$ cat src/rtl/core/lru_pkg.sv
package lru_pkg;

    localparam int DEPTH_DEF     = 512;
    localparam int PAGE_BITS_DEF = 16;
    localparam int CAP_W         = 10;
    localparam int CNT_W         = 32;

    localparam logic [CAP_W-1:0] CAP_RESET = CAP_W'(512);

    typedef enum logic [2:0] {
        S_IDLE,
        S_SEARCH,
        S_SHIFT,
        S_WRITE,
        S_PUBLISH
    } t_state;

    typedef struct packed {
        logic load;
        logic search;
        logic shift;
        logic write;
        logic publish;
    } t_cmd;

    typedef struct packed {
        logic srch_done;
        logic srch_hit;
        logic room;
        logic shift_done;
        logic out_free;
    } t_status;

endpackage

$ cat src/rtl/core/lru_ctrl.sv
module lru_ctrl (
    input  logic             i_clk,
    input  logic             i_rst_n,
    input  logic             i_valid,
    output logic             o_ready,
    input  lru_pkg::t_status i_status,
    output lru_pkg::t_cmd    o_cmd
);
    import lru_pkg::*;

    t_state r_state;
    t_state n_state;

    always_ff @(posedge i_clk) begin
        if (!i_rst_n) begin
            r_state <= S_IDLE;
        end else begin
            r_state <= n_state;
        end
    end

    always_comb begin
        n_state = r_state;
        case (r_state)
            S_IDLE: begin
                if (i_valid) begin
                    n_state = S_SEARCH;
                end
            end
            S_SEARCH: begin
                if (i_status.srch_done) begin
                    if (i_status.srch_hit || !i_status.room) begin
                        n_state = S_SHIFT;
                    end else begin
                        n_state = S_WRITE;
                    end
                end
            end
            S_SHIFT: begin
                if (i_status.shift_done) begin
                    n_state = S_WRITE;
                end
            end
            S_WRITE: begin
                n_state = S_PUBLISH;
            end
            S_PUBLISH: begin
                if (i_status.out_free) begin
                    n_state = S_IDLE;
                end
            end
            default: begin
                n_state = S_IDLE;
            end
        endcase
    end

    always_comb begin
        o_cmd   = '0;
        o_ready = 1'b0;
        case (r_state)
            S_IDLE: begin
                o_ready    = 1'b1;
                o_cmd.load = i_valid;
            end
            S_SEARCH: begin
                o_cmd.search = 1'b1;
            end
            S_SHIFT: begin
                o_cmd.shift = 1'b1;
            end
            S_WRITE: begin
                o_cmd.write = 1'b1;
            end
            S_PUBLISH: begin
                o_cmd.publish = i_status.out_free;
            end
            default: begin
                o_cmd = '0;
            end
        endcase
    end

endmodule

$ cat config.mk
export PLATFORM = sky130hd
export DESIGN_NAME = lru_ctrl
export DESIGN_NICKNAME = d
export VERILOG_FILES = /design/src/rtl/core/lru_pkg.sv /design/src/rtl/core/lru_ctrl.sv
export SDC_FILE = /design/constraint.sdc
export NUM_CORES = 1
export LEC_CHECK = 0
export ABC_AREA = 1
export ABC_CLOCK_PERIOD_IN_PS = 3070
export BUFFER_PORTS_ARGS = -buffer_cell sky130_fd_sc_hd__buf_2
export CORE_AREA = 10 10 47 49
export DETAILED_ROUTE_END_ITERATION = 8
export DIE_AREA = 0 0 57 59
export PLACE_DENSITY = 0.48
export SETUP_SLACK_MARGIN = 0.1
export SLEW_MARGIN = 20
export SYNTH_ARGS = -nofsm -noshare
export SYNTH_HDL_FRONTEND = slang
export SYNTH_SLANG_ARGS = --single-unit
export TNS_END_PERCENT = 1
$ cat constraint.sdc
create_clock -name i_clk -period 3.07 [get_ports i_clk]
set_input_delay 0.1535 -clock i_clk [delete_from_list [all_inputs] [get_ports i_clk]]
set_output_delay 0.1535 -clock i_clk [all_outputs]
set_load 0.01 [all_outputs]
Word-level counts from Yosys, hierarchy flattened:

Cells that the tools add are included.

* bits in registers: 3
* input port bits: 8
* logic and storage cells: 25

* eq/ne operators: 8
* muxes and demuxes: 12
* reductions and logical operators: 4

Operators with widths (count)
* 3-bit case mux with 5 select lines: 1
* 3-bit two-way mux: 4
* 2-bit != test, second input constant: 4
* 1-bit two-way mux: 7
* 3-bit by 2-bit equality test with 1-bit output, second input constant: 2
* 4-bit AND reduction: 1
* 3-bit by 1-bit equality test with 1-bit output, second input constant: 1
* 3-bit equality test, second input constant: 1
* 3-bit zero test: 1
* 1-bit zero test: 1
* 1-bit logical OR: 1

Longest topological paths before layout:

Gate-level depths: netlist of the first run.

* depth in word-level cells: 5
* gate-level depth with buffers: 8
* mapped depth without buffers: 8

Worst setup path after synthesis of the first run:

Ideal clock, no wire load.

* path type: reg2out
* start point: reg r_state[2]
* end point: out o_cmd[0] (netlist bit)
* arrival: 0.900 ns
* required time: 2.917 ns
* path slack: 2.017 ns
* cell stages (with the launch flop): 3
* buffers on the path: 0
* path through: dfxtp_1 > inv_2 > nor4_1

RTL lines
* start, declared: RTL line lru_ctrl.sv:11 `t_state r_state;`
* start signal, assigned: RTL line lru_ctrl.sv:18 `r_state <= n_state;`
* end, declared: RTL line lru_ctrl.sv:7 `output lru_pkg::t_cmd o_cmd`

==> flow_results.org, run 1 <==
** Status
- Run status :: completed

** Worst setup path
- The worst setup path is launched from a flip-flop.
- For the worst setup path, the data required time is 2.92 ns.
- The worst setup path is of the reg2out kind.
- Worst-path maximum fanout :: 5
- Kind of end point of the critical path :: output port
- Data on the critical path arrives at its endpoint at 1.15 ns.

** Clocking
- CTS built an H-tree with a depth of 1.
- CTS resizes :: 0
- The clock passes through at most 2 buffers.
- TritonCTS created 3 clock buffers.
- At the later pin of the worst-skew pair, clock insertion delay measures 0.23 ns.
- The tree is rooted in a sky130_fd_sc_hd__clkbuf_4.
- Total number of clock tree sinks :: 3
- Clock-pin slew was measured on the worst setup and hold paths at 0.03 ns.
- After clock tree synthesis, the setup repair step added 0 buffers.
- CTS tree :: yes
- After clock tree synthesis, the flow added hold-fix buffers numbering 0.

** Job
- Across the run, the number of max-cap violations was 0.

** Drt
- Metal2 WL :: 350 µm
- For this block, the initial DRC count from the detailed router was 3.
- Number of detailed-route iterations in the first pass :: 2
- Using the TritonRoute via totals, the vias-per-cell ratio works out to 3.81.
- Final routed wirelength across all metal layers :: 666 µm
- Final antenna-violating net count :: 0
- For this block, wires on met1 add up to 264 µm.
- Dividing the detail-routed wire length by the instance count gives 8.65 µm.
- Highest layer used for signal routing :: met3
- DR vias :: 293
- In the detailed route, the total length drawn on met3 is 51 µm.
- After detailed routing, the number of remaining DRC violations is 0.

** Finish
- Commonest cells after routing, fill and taps aside :: 13 x sky130_fd_sc_hd__buf_2, 9 x sky130_fd_sc_hd__nand2_1, 9 x sky130_fd_sc_hd__inv_1, 6 x sky130_fd_sc_hd__nor2_1
- The largest registers in the layout are r_state x3.
- Leaving out fill and tap cells, the most frequent cell in the layout is sky130_fd_sc_hd__buf_2.
- The number of antenna diodes in the final layout is 0.
- Fraction of layout instances using a drive strength above 1 :: 0.426
- At the end of the flow, the number of nets in the layout was 70.
- Leaving out filler cells and counting taps, the final layout contains 77.
- Area added between synthesis and finish :: 39.0%
- Summing all non-filler instances in the final layout gives an area of 370 µm².
- More flip-flops sit in one register than any other, and that register is r_state.
- Number of flip-flops in the largest register :: 3

** Global routing
- The first global-routing pass estimated 1210 µm of wire.
- Via count of the first global-routing pass :: 284
- The initial antenna violation count came to 0.
- Total track usage :: 0.0445
- Summed over all layers, the global routing overflow is 0.
- Entering global routing, the biggest net connects 7 pins.

** Synthesis
- Yosys attributes the largest share of cell area to sky130_fd_sc_hd__dfxtp_1 23%, sky130_fd_sc_hd__inv_1 13%, sky130_fd_sc_hd__nand2_1 13%, sky130_fd_sc_hd__nor2_1 8.5%, sky130_fd_sc_hd__nand3_2 7.5%.
- Of the total synthesized cell area, the portion taken by AND, OR, NAND and NOR gates is 0.502.
- Total number of yosys warnings :: 0
- Part of the Yosys area used for sequential elements :: 0.225
- Post-synthesis mux area share :: 0
- Area fraction in compound gates after synthesis :: 0.0751
- Fraction of post-synthesis cell area in the top cell type by area :: 0.225
- Post-Synthesis Cells :: 45
- Netlist area before placement :: 267 µm²
- After synthesis, the largest family of logic cells by area is simple AND/OR/NAND/NOR gates.
- Summed over all instances, the cell type with the most area after synthesis is sky130_fd_sc_hd__dfxtp_1.
- Synthesized area per cell :: 5.92 µm²
- Xor and xnor fraction of the mapped netlist area :: 0
- Of the total synthesized cell area, the portion taken by full adders, half adders and majority gates is 0.
- Distinct cell type count of the synthesized netlist :: 16
- Synthesis inferred 3 register bits.
- Mapped Nets :: 53

** Power and ir drop
- Leak pwr :: 0.230 nW
- Dividing total power by cell area gives a power density of 963 mW/mm².
- VDD sags by at most 0.297 mV.

** Timing
- Number of max-slew violations in the final report :: 0
- Final hold vios :: 0
- Setup repair after global routing missed its margin :: false
- Final setup violation count :: 0
- Counting I/O delays and the setup requirement, the final critical path takes 1.30 ns.
- Headroom to the max-slew limit came out at 0.844.
- At the pin with the least slew margin, the transition time is 0.234 ns.
- Across the routed clock network, the largest skew measured is 0.00142 ns.
- Derived from the worst setup path, the maximum achievable clock frequency is 768 MHz.
- Final sum of negative setup slack :: 0 ns
- Of the available clock period, the critical path in the final layout requires 0.424.

** Die
- The total area inside the core boundary comes to 0.00140 mm².
- The initial utilization of the core area, before any placement, comes to 0.190.
- After floorplanning, the core was divided into 14 placement rows.
- Top Ports :: 14
- The die is 57 µm wide.
- The die covers 0.00336 mm².
- Die outline height :: 59 µm

** Place
- Placed standard-cell area :: 344 µm²
- Gpl congestion :: 0.781
- The wire-length estimate of the detail-placed layout is 579 µm.
- Port buffering added 13 buffers.
- The number of placed instances, taps included, is 73.

** Hold path
- The worst hold path belongs to the class in2reg.
==> Yosys cell counts <==
| cell type | number |
|---|---|
| sky130_fd_sc_hd__nor2_4 | 1 |
| sky130_fd_sc_hd__a21boi_0 | 1 |
| sky130_fd_sc_hd__nand2_1 | 9 |
| sky130_fd_sc_hd__nand2_2 | 2 |
| sky130_fd_sc_hd__nor2_2 | 2 |
| sky130_fd_sc_hd__dfxtp_1 | 3 |
| sky130_fd_sc_hd__nor3_1 | 1 |
| sky130_fd_sc_hd__nand3_1 | 2 |
| sky130_fd_sc_hd__nor4_1 | 1 |
| sky130_fd_sc_hd__inv_1 | 9 |
| sky130_fd_sc_hd__nand3_2 | 2 |
| sky130_fd_sc_hd__buf_4 | 1 |
| sky130_fd_sc_hd__a21oi_1 | 1 |
| sky130_fd_sc_hd__nor2_1 | 6 |
| sky130_fd_sc_hd__inv_2 | 3 |
| sky130_fd_sc_hd__o21bai_1 | 1 |
==> critical path: stages, from the launching register on <==
cell and delay (ns):
sky130_fd_sc_hd__dfxtp_1 0.44, sky130_fd_sc_hd__inv_2 0.09, sky130_fd_sc_hd__nor4_1 0.22, sky130_fd_sc_hd__buf_2 0.17
==> metal layers <==
metal | vias to the layer above | GRT usage
li1 | 165 | -
met1 | 122 | 0.0438
met2 | 6 | 0.0729
met3 | 0 | 0.0215
met4 | 0 | 0.0302
met5 | - | 0
==> path summary, 6_finish.rpt <==
check	slack, ns	to	from	cells after the start
worst min-delay path	0.17	r_state[0]	i_rst_n	3
worst max-delay path	1.77	o_cmd[0]	r_state[2]	3
worst min register to register	0.57	r_state[1]	r_state[1]	2
worst max register to register	1.97	r_state[1]	r_state[0]	7
==> where the power goes <==
part           switching, W  total [W]  leakage [nW]  internal, W
Combinational      0.000125   0.000207         0.191    0.0000823
Clock             0.0000191  0.0000677        0.0150    0.0000486
Sequential        0.0000266  0.0000816        0.0248    0.0000550
Total              0.000171   0.000357         0.230     0.000186
==> cell type report <==
type                       instances  area, µm²
sequential                         3       60.1
clock buffer                       4       26.3
tap                               16       20.0
multi-input combinational         29        154
fill                             178       1030
timing repair buffer              13       65.1
inverter                          12       45.0
==> cell families after synthesis <==
group	Yosys count
AND/OR/NAND/NOR	26
buffers and inverters	13
flip-flops	3
AO/OA/AOI/OAI	3
==> through the flow <==
stage                     worst slack [ns]  power, W  hold WS, ns  utilization
final                                 1.77  0.000357        0.172        0.264
after global routing                  1.63  0.000405        0.175        0.264
after CTS                             1.74  0.000369        0.163        0.264
after detailed placement              1.97  0.000296        0.411        0.246
after global placement                1.97  0.000295        0.407        0.246
after floorplan                       2.02  0.000237        0.274            -
Note: power is estimated with default switching activity, not from simulation.
==> run 2, diff against run 1 <==
- ABC_AREA: 1 -> 0
- ABC_CLOCK_PERIOD_IN_PS: 3070 -> 1300
- PLACE_DENSITY: 0.48 -> 0.43
- clock period: 3.07 -> 1.3 ns (I/O delays scaled with it)
==> run 2 against run 1 <==
First-iteration DRC count grew 130%. Highest routed layer is now met4. Global-route usage shrank 0.18 points. Sequential share of layout area grew 3.8 points. Sequential cell count is the same. Cell count shrank 29%. Non-clock buffer count is the same. Clock power grew 140%. Clock skew grew 0.0043 ns.
==> flow_results.org, run 2 <==
** Status
- Run status :: completed

** Die
- The x dimension of the die was 57 µm (unchanged).
- Full die area :: 0.00336 mm² (unchanged)
- Initial cell density of the core :: 0.146 (-0.0438)
- Placement Rows :: 14 (unchanged)
- The height of the chip was 59 µm (unchanged).
- Top Ports :: 14 (unchanged)
- Core footprint :: 0.00140 mm² (unchanged)

** Clocking
- Buffer depth of the longest clock path :: 2 (unchanged)
- The later-pin clock latency in the skew report is 0.23 ns (about the same).
- The number of H-tree branching levels was 1 (unchanged).
- The number of buffers inserted by hold repair at cts came to 0 (unchanged).
- Clk root buf :: sky130_fd_sc_hd__clkbuf_4
- Total number of clock tree sinks :: 3 (unchanged)
- The number of buffers created by CTS came to 3 (unchanged).
- The clock-pin slew on the worst setup and hold paths is 0.04 ns (about the same).
- Number of setup buffers added after CTS :: 0 (unchanged)
- CTS tree :: yes

** Drt
- Met1 WL :: 284 µm (+7.6%)
- Routed wire length on met3 :: 30 µm (-41%)
- Remaining routing DRC violations :: 0 (unchanged)
- The detailed-route via count came to 219 (-25%).
- Number of detailed-route iterations in the first pass :: 3 (+1)
- Final antenna-violating net count :: 0 (unchanged)
- Ratio of routed vias to standard cells :: 3.98 (+4.6%)
- Highest layer used for signal routing :: met4
- Violation count after the first detailed-routing iteration :: 7 (+4)
- The detailed route wirelength on metal2 was 278 µm (-21%).
- The average routed wire per standard cell came to 11.1 µm (+29%).
- Final routed wirelength across all metal layers :: 612 µm (-8.1%)

** Synthesis
- Cell type with the largest total area after synthesis :: sky130_fd_sc_hd__dfxtp_1
- The number of distinct library cell variants in the gate-level netlist after synthesis was 18 (+2).
- Proportion of synthesized flip-flops having asynchronous set or reset :: 0 (unchanged)
- The area of the mapped netlist came to 205 µm² (-23%).
- Yosys instantiated no cell more often than sky130_fd_sc_hd__nor3_1.
- Commonest register cell after synthesis :: sky130_fd_sc_hd__dfxtp_1
- Synthesized area per cell :: 8.55 µm² (+44%)
- Leading post-synthesis cells by instance count :: 4 x sky130_fd_sc_hd__nor3_1, 3 x sky130_fd_sc_hd__dfxtp_1, 2 x sky130_fd_sc_hd__nand2_1
- Fraction of post-synthesis cell area in the top cell type by area :: 0.293 (+0.0673)
- Mapped Nets :: 32 (-40%)
- By area the synthesized netlist is led by sky130_fd_sc_hd__dfxtp_1 29%, sky130_fd_sc_hd__nor3_1 9.8%, sky130_fd_sc_hd__nand2b_4 6.7%, sky130_fd_sc_hd__nor3b_2 6.1%, sky130_fd_sc_hd__mux2i_1 4.9%.
- The number of synthesized flops with an enable pin is 0 (unchanged).
- Total number of yosys warnings :: 0 (unchanged)
- The instance count of the mapped netlist came to 24 (-47%).
- Part of the Yosys area used for sequential elements :: 0.293 (+0.0673)
- Synth Register Bits :: 3 (unchanged)

** Timing
- Final hold vios :: 0 (unchanged)
- Minimum period implied by the final worst setup slack :: 1.12 ns
- The total of endpoints with negative setup slack in the final report is 0 (unchanged).
- Post-layout worst setup margin :: 0.182 ns (-1.59 ns)
- The final setup skew was 0.00567 ns (+0.00425 ns).
- In the finished design, the share of the clock period the worst path needs comes to 0.860.
- The max-slew violation count is 0 (unchanged).
- The slew at the pin with the worst max-slew slack was 0.286 ns (+0.0513 ns).
- Setup repair after global routing could not meet its margin everywhere.
- For this run, the top clock speed supported by timing is 895 MHz.
- Final Hold Slack :: 0.0966 ns (-0.0753 ns)
- The max-slew headroom at the worst pin came to 0.809 (-0.0344).
- Final sum of negative setup slack :: 0 ns (unchanged)

** Place
- The placement-stage worst setup slack came to 0.211 ns (-1.76 ns).
- Dpl cells :: 51 (-30%)
- Number of input and output port buffers inserted :: 13 (unchanged)
- The global placement routability congestion came to 0.677 (-13%).

** Global routing
- The global router's overall resource usage came to 0.0427 (-0.00182).
- Initial antenna violation count :: 0 (unchanged)
- The largest net degree at the start of global routing came to 11 (+4).
- Via count of the first global-routing pass :: 268 (-5.6%)
- The wire length of the first global-routing pass came to 1090 µm (-9.7%).
- The final global-route overflow total came to 0 (unchanged).

** Finish
- Area added between synthesis and finish :: 52.4%
- The net count reported at finish was 48 (-31%).
- The total area of multi-input combinational cells is 135 µm² (-12%).
- The filler cell count came to 161 (-9.6%).
- The filler-free cell count of the finished design came to 55 (-29%).
- In the final layout, the registers with the most flip-flops are r_state x3.
- Leading cell type in the layout, fill and taps excluded :: sky130_fd_sc_hd__buf_2
- Fraction of layout instances using a drive strength above 1 :: 0.564 (+0.138)
- Commonest cells after routing, fill and taps aside :: 13 x sky130_fd_sc_hd__buf_2, 3 x sky130_fd_sc_hd__nor3_1, 3 x sky130_fd_sc_hd__clkbuf_4, 2 x sky130_fd_sc_hd__nand2_1, 2 x sky130_fd_sc_hd__dfxtp_2
- Number of flip-flops in the largest register :: 3 (unchanged)
- Counting flops per register, the top entry is r_state.
- The footprint of the flip-flops and latches is 62.6 µm² (+4.2%).
- The antenna diode instance count was 0 (unchanged).

** Worst setup path
- The worst setup path is launched from a flip-flop.
- The data required time at the worst endpoint is 1.24 ns (-1.68 ns).
- Crit Path Class :: reg2out
- The critical-path maximum fanout came to 10 (+5).
- Kind of end point of the critical path :: output port
- Data arrival, critical path :: 1.05 ns (-0.10 ns)

** Power and ir drop
- Pwr Density :: 1140 mW/mm² (+18%)
- The leakage dissipation is 0.134 nW (-42%).
- Overall power of the completed layout :: 0.000356 W (-0.30%)
- Worst-case vdd ir drop :: 0.246 mV (-17%)

** Job
- The number of maximum-capacitance constraint violations came to 0 (unchanged).

** Hold path
- Hold Crit Class :: in2reg
run 2: changes by cell type after synthesis, moves of 3 or more:
cell / previous run / this run
sky130_fd_sc_hd__nand2_1: 9 / 2
sky130_fd_sc_hd__nor3_1: 1 / 4
sky130_fd_sc_hd__inv_1: 9 / 0
sky130_fd_sc_hd__nor2_1: 6 / 0
run 2: worst paths after layout:
check | start | end | slack (ns) | depth (start not counted)
worst max-delay path | r_state[1] | o_cmd[4] | 0.18 | 3
worst min-delay path | i_rst_n | r_state[2] | 0.1 | 2
worst max register to register | r_state[2] | r_state[0] | 0.22 | 3
worst min register to register | r_state[0] | r_state[1] | 0.54 | 2
run 2: through the flow:
stage	util	area (µm²)
after floorplan	-	205
after global placement	0.198	278
after detailed placement	0.198	278
after CTS	0.219	307
after global routing	0.223	313
final	0.223	313
run 2: kinds of logic after synthesis:
| family | share of synthesized area |
|---|---|
| simple gates | 0.476 |
| flops | 0.293 |
| buf+inv | 0.0792 |
| compound gates | 0.104 |
| mux | 0.0488 |
run 2: worst max-delay path, stage by stage, from the launching register on:
cell and delay, ns:
sky130_fd_sc_hd__dfxtp_2 0.36, sky130_fd_sc_hd__nor3_2 0.20, sky130_fd_sc_hd__and2_1 0.14, sky130_fd_sc_hd__buf_2 0.12
run 2: final cells by class:
type | instances | area share
sequential | 3 | 0.200
inverter | 1 | 0.0120
tap | 16 | 0.0640
clock buffer | 4 | 0.0840
timing repair buffer | 13 | 0.208
multi-input combinational | 18 | 0.432
run 2: power by group:
group | switching (W) | total (W) | leakage [nW] | internal (W)
clock network | 0.0000462 | 0.000161 | 0.0150 | 0.000115
registers | 0.0000165 | 0.000118 | 0.0253 | 0.000101
logic | 0.0000364 | 0.0000768 | 0.0942 | 0.0000404
total | 0.0000990 | 0.000356 | 0.134 | 0.000257
run 2: repair_timing:
item | in CTS | in global routing
endpoints found under the setup margin | 2 | 1
pin swaps | 0 | 1
resized for setup | 2 | 2
run 2: layer usage:
layer	up-vias	global-route usage
li1	114	-
met1	91	0.0400
met2	12	0.0620
met3	2	0.0215
met4	0	0.0503
met5	-	0
==> run 3, diff against run 2 <==
- GPL_TIMING_DRIVEN: default -> 0
==> run 3 against run 2 <==
Maximum frequency down 6.9%. Critical endpoint is now o_cmd[1]. Global-route usage increased by 0.13 points. Count of clock-buffer cells in the layout did not move. Core utilization up 1.6 points. Cell area increased by 7.2%. Routed wire length shrank 2.8%. Clock power about the same. Via count fell by 0.91%. Clock skew shrank 0.0044 ns.
==> flow_results.org, run 3 (same netlist as run 2, synthesis figures left out) <==
** Status
- Run status :: completed

** Drt
- The wire length after detailed routing was 595 µm (-2.8%).
- The number of nets still failing antenna checks after routing is 0 (unchanged).
- Remaining routing DRC violations :: 0 (unchanged)
- The iteration count of the initial detailed-routing pass is 3 (unchanged).
- Wire length per cell after detailed routing :: 10.4 µm (-6.2%)
- Ratio of routed vias to standard cells :: 3.81 (-4.4%)
- DR vias :: 217 (-0.91%)
- The initial DRC count is 2 (-5).

** Timing
- The slew at the pin with the worst max-slew slack came to 0.299 ns (+0.0132 ns).
- The final critical-path share of the clock period came to 0.924 (+0.0642).
- The final count of hold timing violations was 0 (unchanged).
- The max-slew violation count came to 0 (unchanged).
- The worst hold slack across all endpoints was 0.0869 ns (-0.00976 ns).
- Post-layout worst setup margin :: 0.0987 ns (-0.0834 ns)
- Final setup violation count :: 0 (unchanged)
- The max-slew headroom at the worst pin was 0.796 (-0.0135).
- Setup repair after global routing missed its margin :: true
- Final sum of negative setup slack :: 0 ns (unchanged)
- The shortest clock period the worst path allows after layout is 1.20 ns (+0.0834 ns).
- Timing-limited maximum frequency :: 832 MHz (-6.9%)
- The final setup skew was 0.00129 ns (-0.00439 ns).

** Finish
- Area added between synthesis and finish :: 63.4%
- The filler cell count is 166 (+3.1%).
- The footprint of the flip-flops and latches was 65.1 µm² (+4.0%).
- Total Nets Final :: 50 (+4.2%)
- Antenna diode instance count :: 0 (unchanged)
- Multi-input gate area in the final layout :: 140 µm² (+3.7%)
- In the final layout, the registers with the most flip-flops are r_state x3.
- The register with the most flip-flops in the final layout is r_state.
- Fraction of layout instances using a drive strength above 1 :: 0.585 (+0.0213)
- The library cell used most frequently in the layout, excluding fill and tap cells, is sky130_fd_sc_hd__buf_2.
- Commonest cells after routing, fill and taps aside :: 13 x sky130_fd_sc_hd__buf_2, 3 x sky130_fd_sc_hd__nor3_1, 3 x sky130_fd_sc_hd__clkbuf_4, 2 x sky130_fd_sc_hd__buf_4, 2 x sky130_fd_sc_hd__nand2_1
- The number of flip-flops in the largest register was 3 (unchanged).

** Place
- Place WS :: 0.208 ns (-0.00295 ns)
- The count of buffers from port buffering is 13 (unchanged).
- After legalization and detailed placement, the total HPWL measured 481 µm.
- Gpl congestion :: 0.667 (-1.6%)

** Clocking
- Clock transition at path regs :: 0.04 ns (about the same)
- The count of clock tree sinks is 3 (unchanged).
- The clock tree buffer depth was 2 (unchanged).
- Insertion delay of the later-clocked pin in the worst-skew pair :: 0.23 ns (about the same)
- CTS tree :: yes
- Number of buffers created by CTS :: 3 (unchanged)
- Clk root buf :: sky130_fd_sc_hd__clkbuf_4
- Count of H-tree levels built during CTS :: 1 (unchanged)
- The number of setup buffers added after CTS is 0 (unchanged).

** Die
- The core region area is 0.00140 mm² (unchanged).
- The number of top-level design ports was 14 (unchanged).
- Initial cell density of the core :: 0.146 (unchanged)
- Horiz. Die Dim :: 57 µm (unchanged)
- Full die area :: 0.00336 mm² (unchanged)
- Die outline height :: 59 µm (unchanged)
- Placement Rows :: 14 (unchanged)

** Power and ir drop
- The peak supply drop is 0.280 mV (+14%).
- The leakage dissipation was 0.146 nW (+8.4%).
- Pwr Density :: 1080 mW/mm² (-5.2%)

** Global routing
- Pin count of the biggest net entering global routing :: 11 (unchanged)
- Residual overflow from global routing :: 0 (unchanged)
- Initial antenna violation count :: 0 (unchanged)
- Global-route wire length before repair :: 1100 µm (+0.64%)
- Via count of the first global-routing pass :: 261 (-2.6%)
- Total track usage :: 0.0440 (+0.00135)

** Hold path
- The path class of the tightest hold or removal check is in2reg.
- Hold worst-path end :: r_state[2]
- Hold wc startpoint :: i_rst_n
- Hold Path Cell Cnt :: 2 (unchanged)

** Worst setup path
- The critical-path maximum fanout was 10 (unchanged).
- The worst register-to-register path ends at r_state[0].
- Crit Path Class :: reg2out
- STA classifies the critical path endpoint as an output port.
- The data arrival time of the worst path was 1.14 ns (+0.09 ns).
- Crit Reg-Reg Startpoint :: r_state[2]
- The data required time at the worst endpoint came to 1.24 ns (about the same).
- The depth of the worst register-to-register path was 3 (unchanged).
- Reg2reg setup slack :: 0.24 ns (+0.02 ns)
- The worst setup path is launched from a flip-flop.

** Job
- The number of maximum-capacitance constraint violations came to 0 (unchanged).
[run 3: changes by cell type in the layout (fill, tap and decap cells not counted)]
cell / before / now
sky130_fd_sc_hd__nor3b_4: 0 / 1
sky130_fd_sc_hd__dfxtp_4: 0 / 1
sky130_fd_sc_hd__buf_4: 0 / 2
sky130_fd_sc_hd__nor3b_2: 1 / 0
sky130_fd_sc_hd__dfxtp_2: 2 / 1
sky130_fd_sc_hd__a2111oi_0: 0 / 1
sky130_fd_sc_hd__a2111oi_1: 1 / 0
[run 3: how the worst max path moves through the flow]
stage	from	slack, ns	end
2_1_floorplan	r_state[1]	0.28	o_cmd[4]
3_3_place_gp	r_state[0]	0.22	r_state[0]
3_5_place_dp	r_state[0]	0.21	o_cmd[1]
4_1_cts	r_state[2]	0.08	o_cmd[4]
5_1_grt	r_state[1]	0.04	o_cmd[1]
6_report	r_state[1]	0.1	o_cmd[1]
[run 3: critical path, stage by stage (launching register included)]
cell and delay [ns]:
sky130_fd_sc_hd__dfxtp_1 0.30, sky130_fd_sc_hd__buf_4 0.16, sky130_fd_sc_hd__nor3b_4 0.21, sky130_fd_sc_hd__buf_4 0.13, sky130_fd_sc_hd__buf_2 0.11
[run 3: metal layers]
metal	vias to the layer above	wire [µm]	track usage
met1	90	270	0.0437
met3	0	27	0.0172
li1	119	-	-
met2	8	298	0.0558
met5	-	0	0
met4	0	0	0.0705
[run 3: cell type report]
cell class	count	area share
Buffer	2	0.0448
Clock buffer	4	0.0784
Inverter	1	0.0112
Multi-Input combinational cell	18	0.418
Sequential cell	3	0.194
Tap cell	16	0.0597
Timing Repair Buffer	13	0.194
[run 3: repair_timing]
| action | CTS | global route |
|---|---|---|
| hold buffers | 0 | 0 |
| endpoints found under the hold margin | 0 | 0 |
| gates cloned | 0 | 0 |
| setup endpoints to repair | 2 | 4 |
| resized for setup | 4 | 2 |
| pin swaps | 0 | 0 |
[run 3: power by group]
part	switching, W	internal (W)	total [W]
Clock	0.0000467	0.000115	0.000162
Combinational	0.0000430	0.0000449	0.0000879
Sequential	0.0000108	0.000101	0.000112
[run 3: per-stage QoR]
step / std cells / util / area [µm²] / power, W
floorplan: 24 / - / 205 / 0.000157
global placement: 53 / 0.207 / 290 / 0.000195
detailed placement: 53 / 0.207 / 290 / 0.000195
CTS: 57 / 0.235 / 329 / 0.000371
global route: 57 / 0.239 / 335 / 0.000396
finish: 57 / 0.239 / 335 / 0.000361
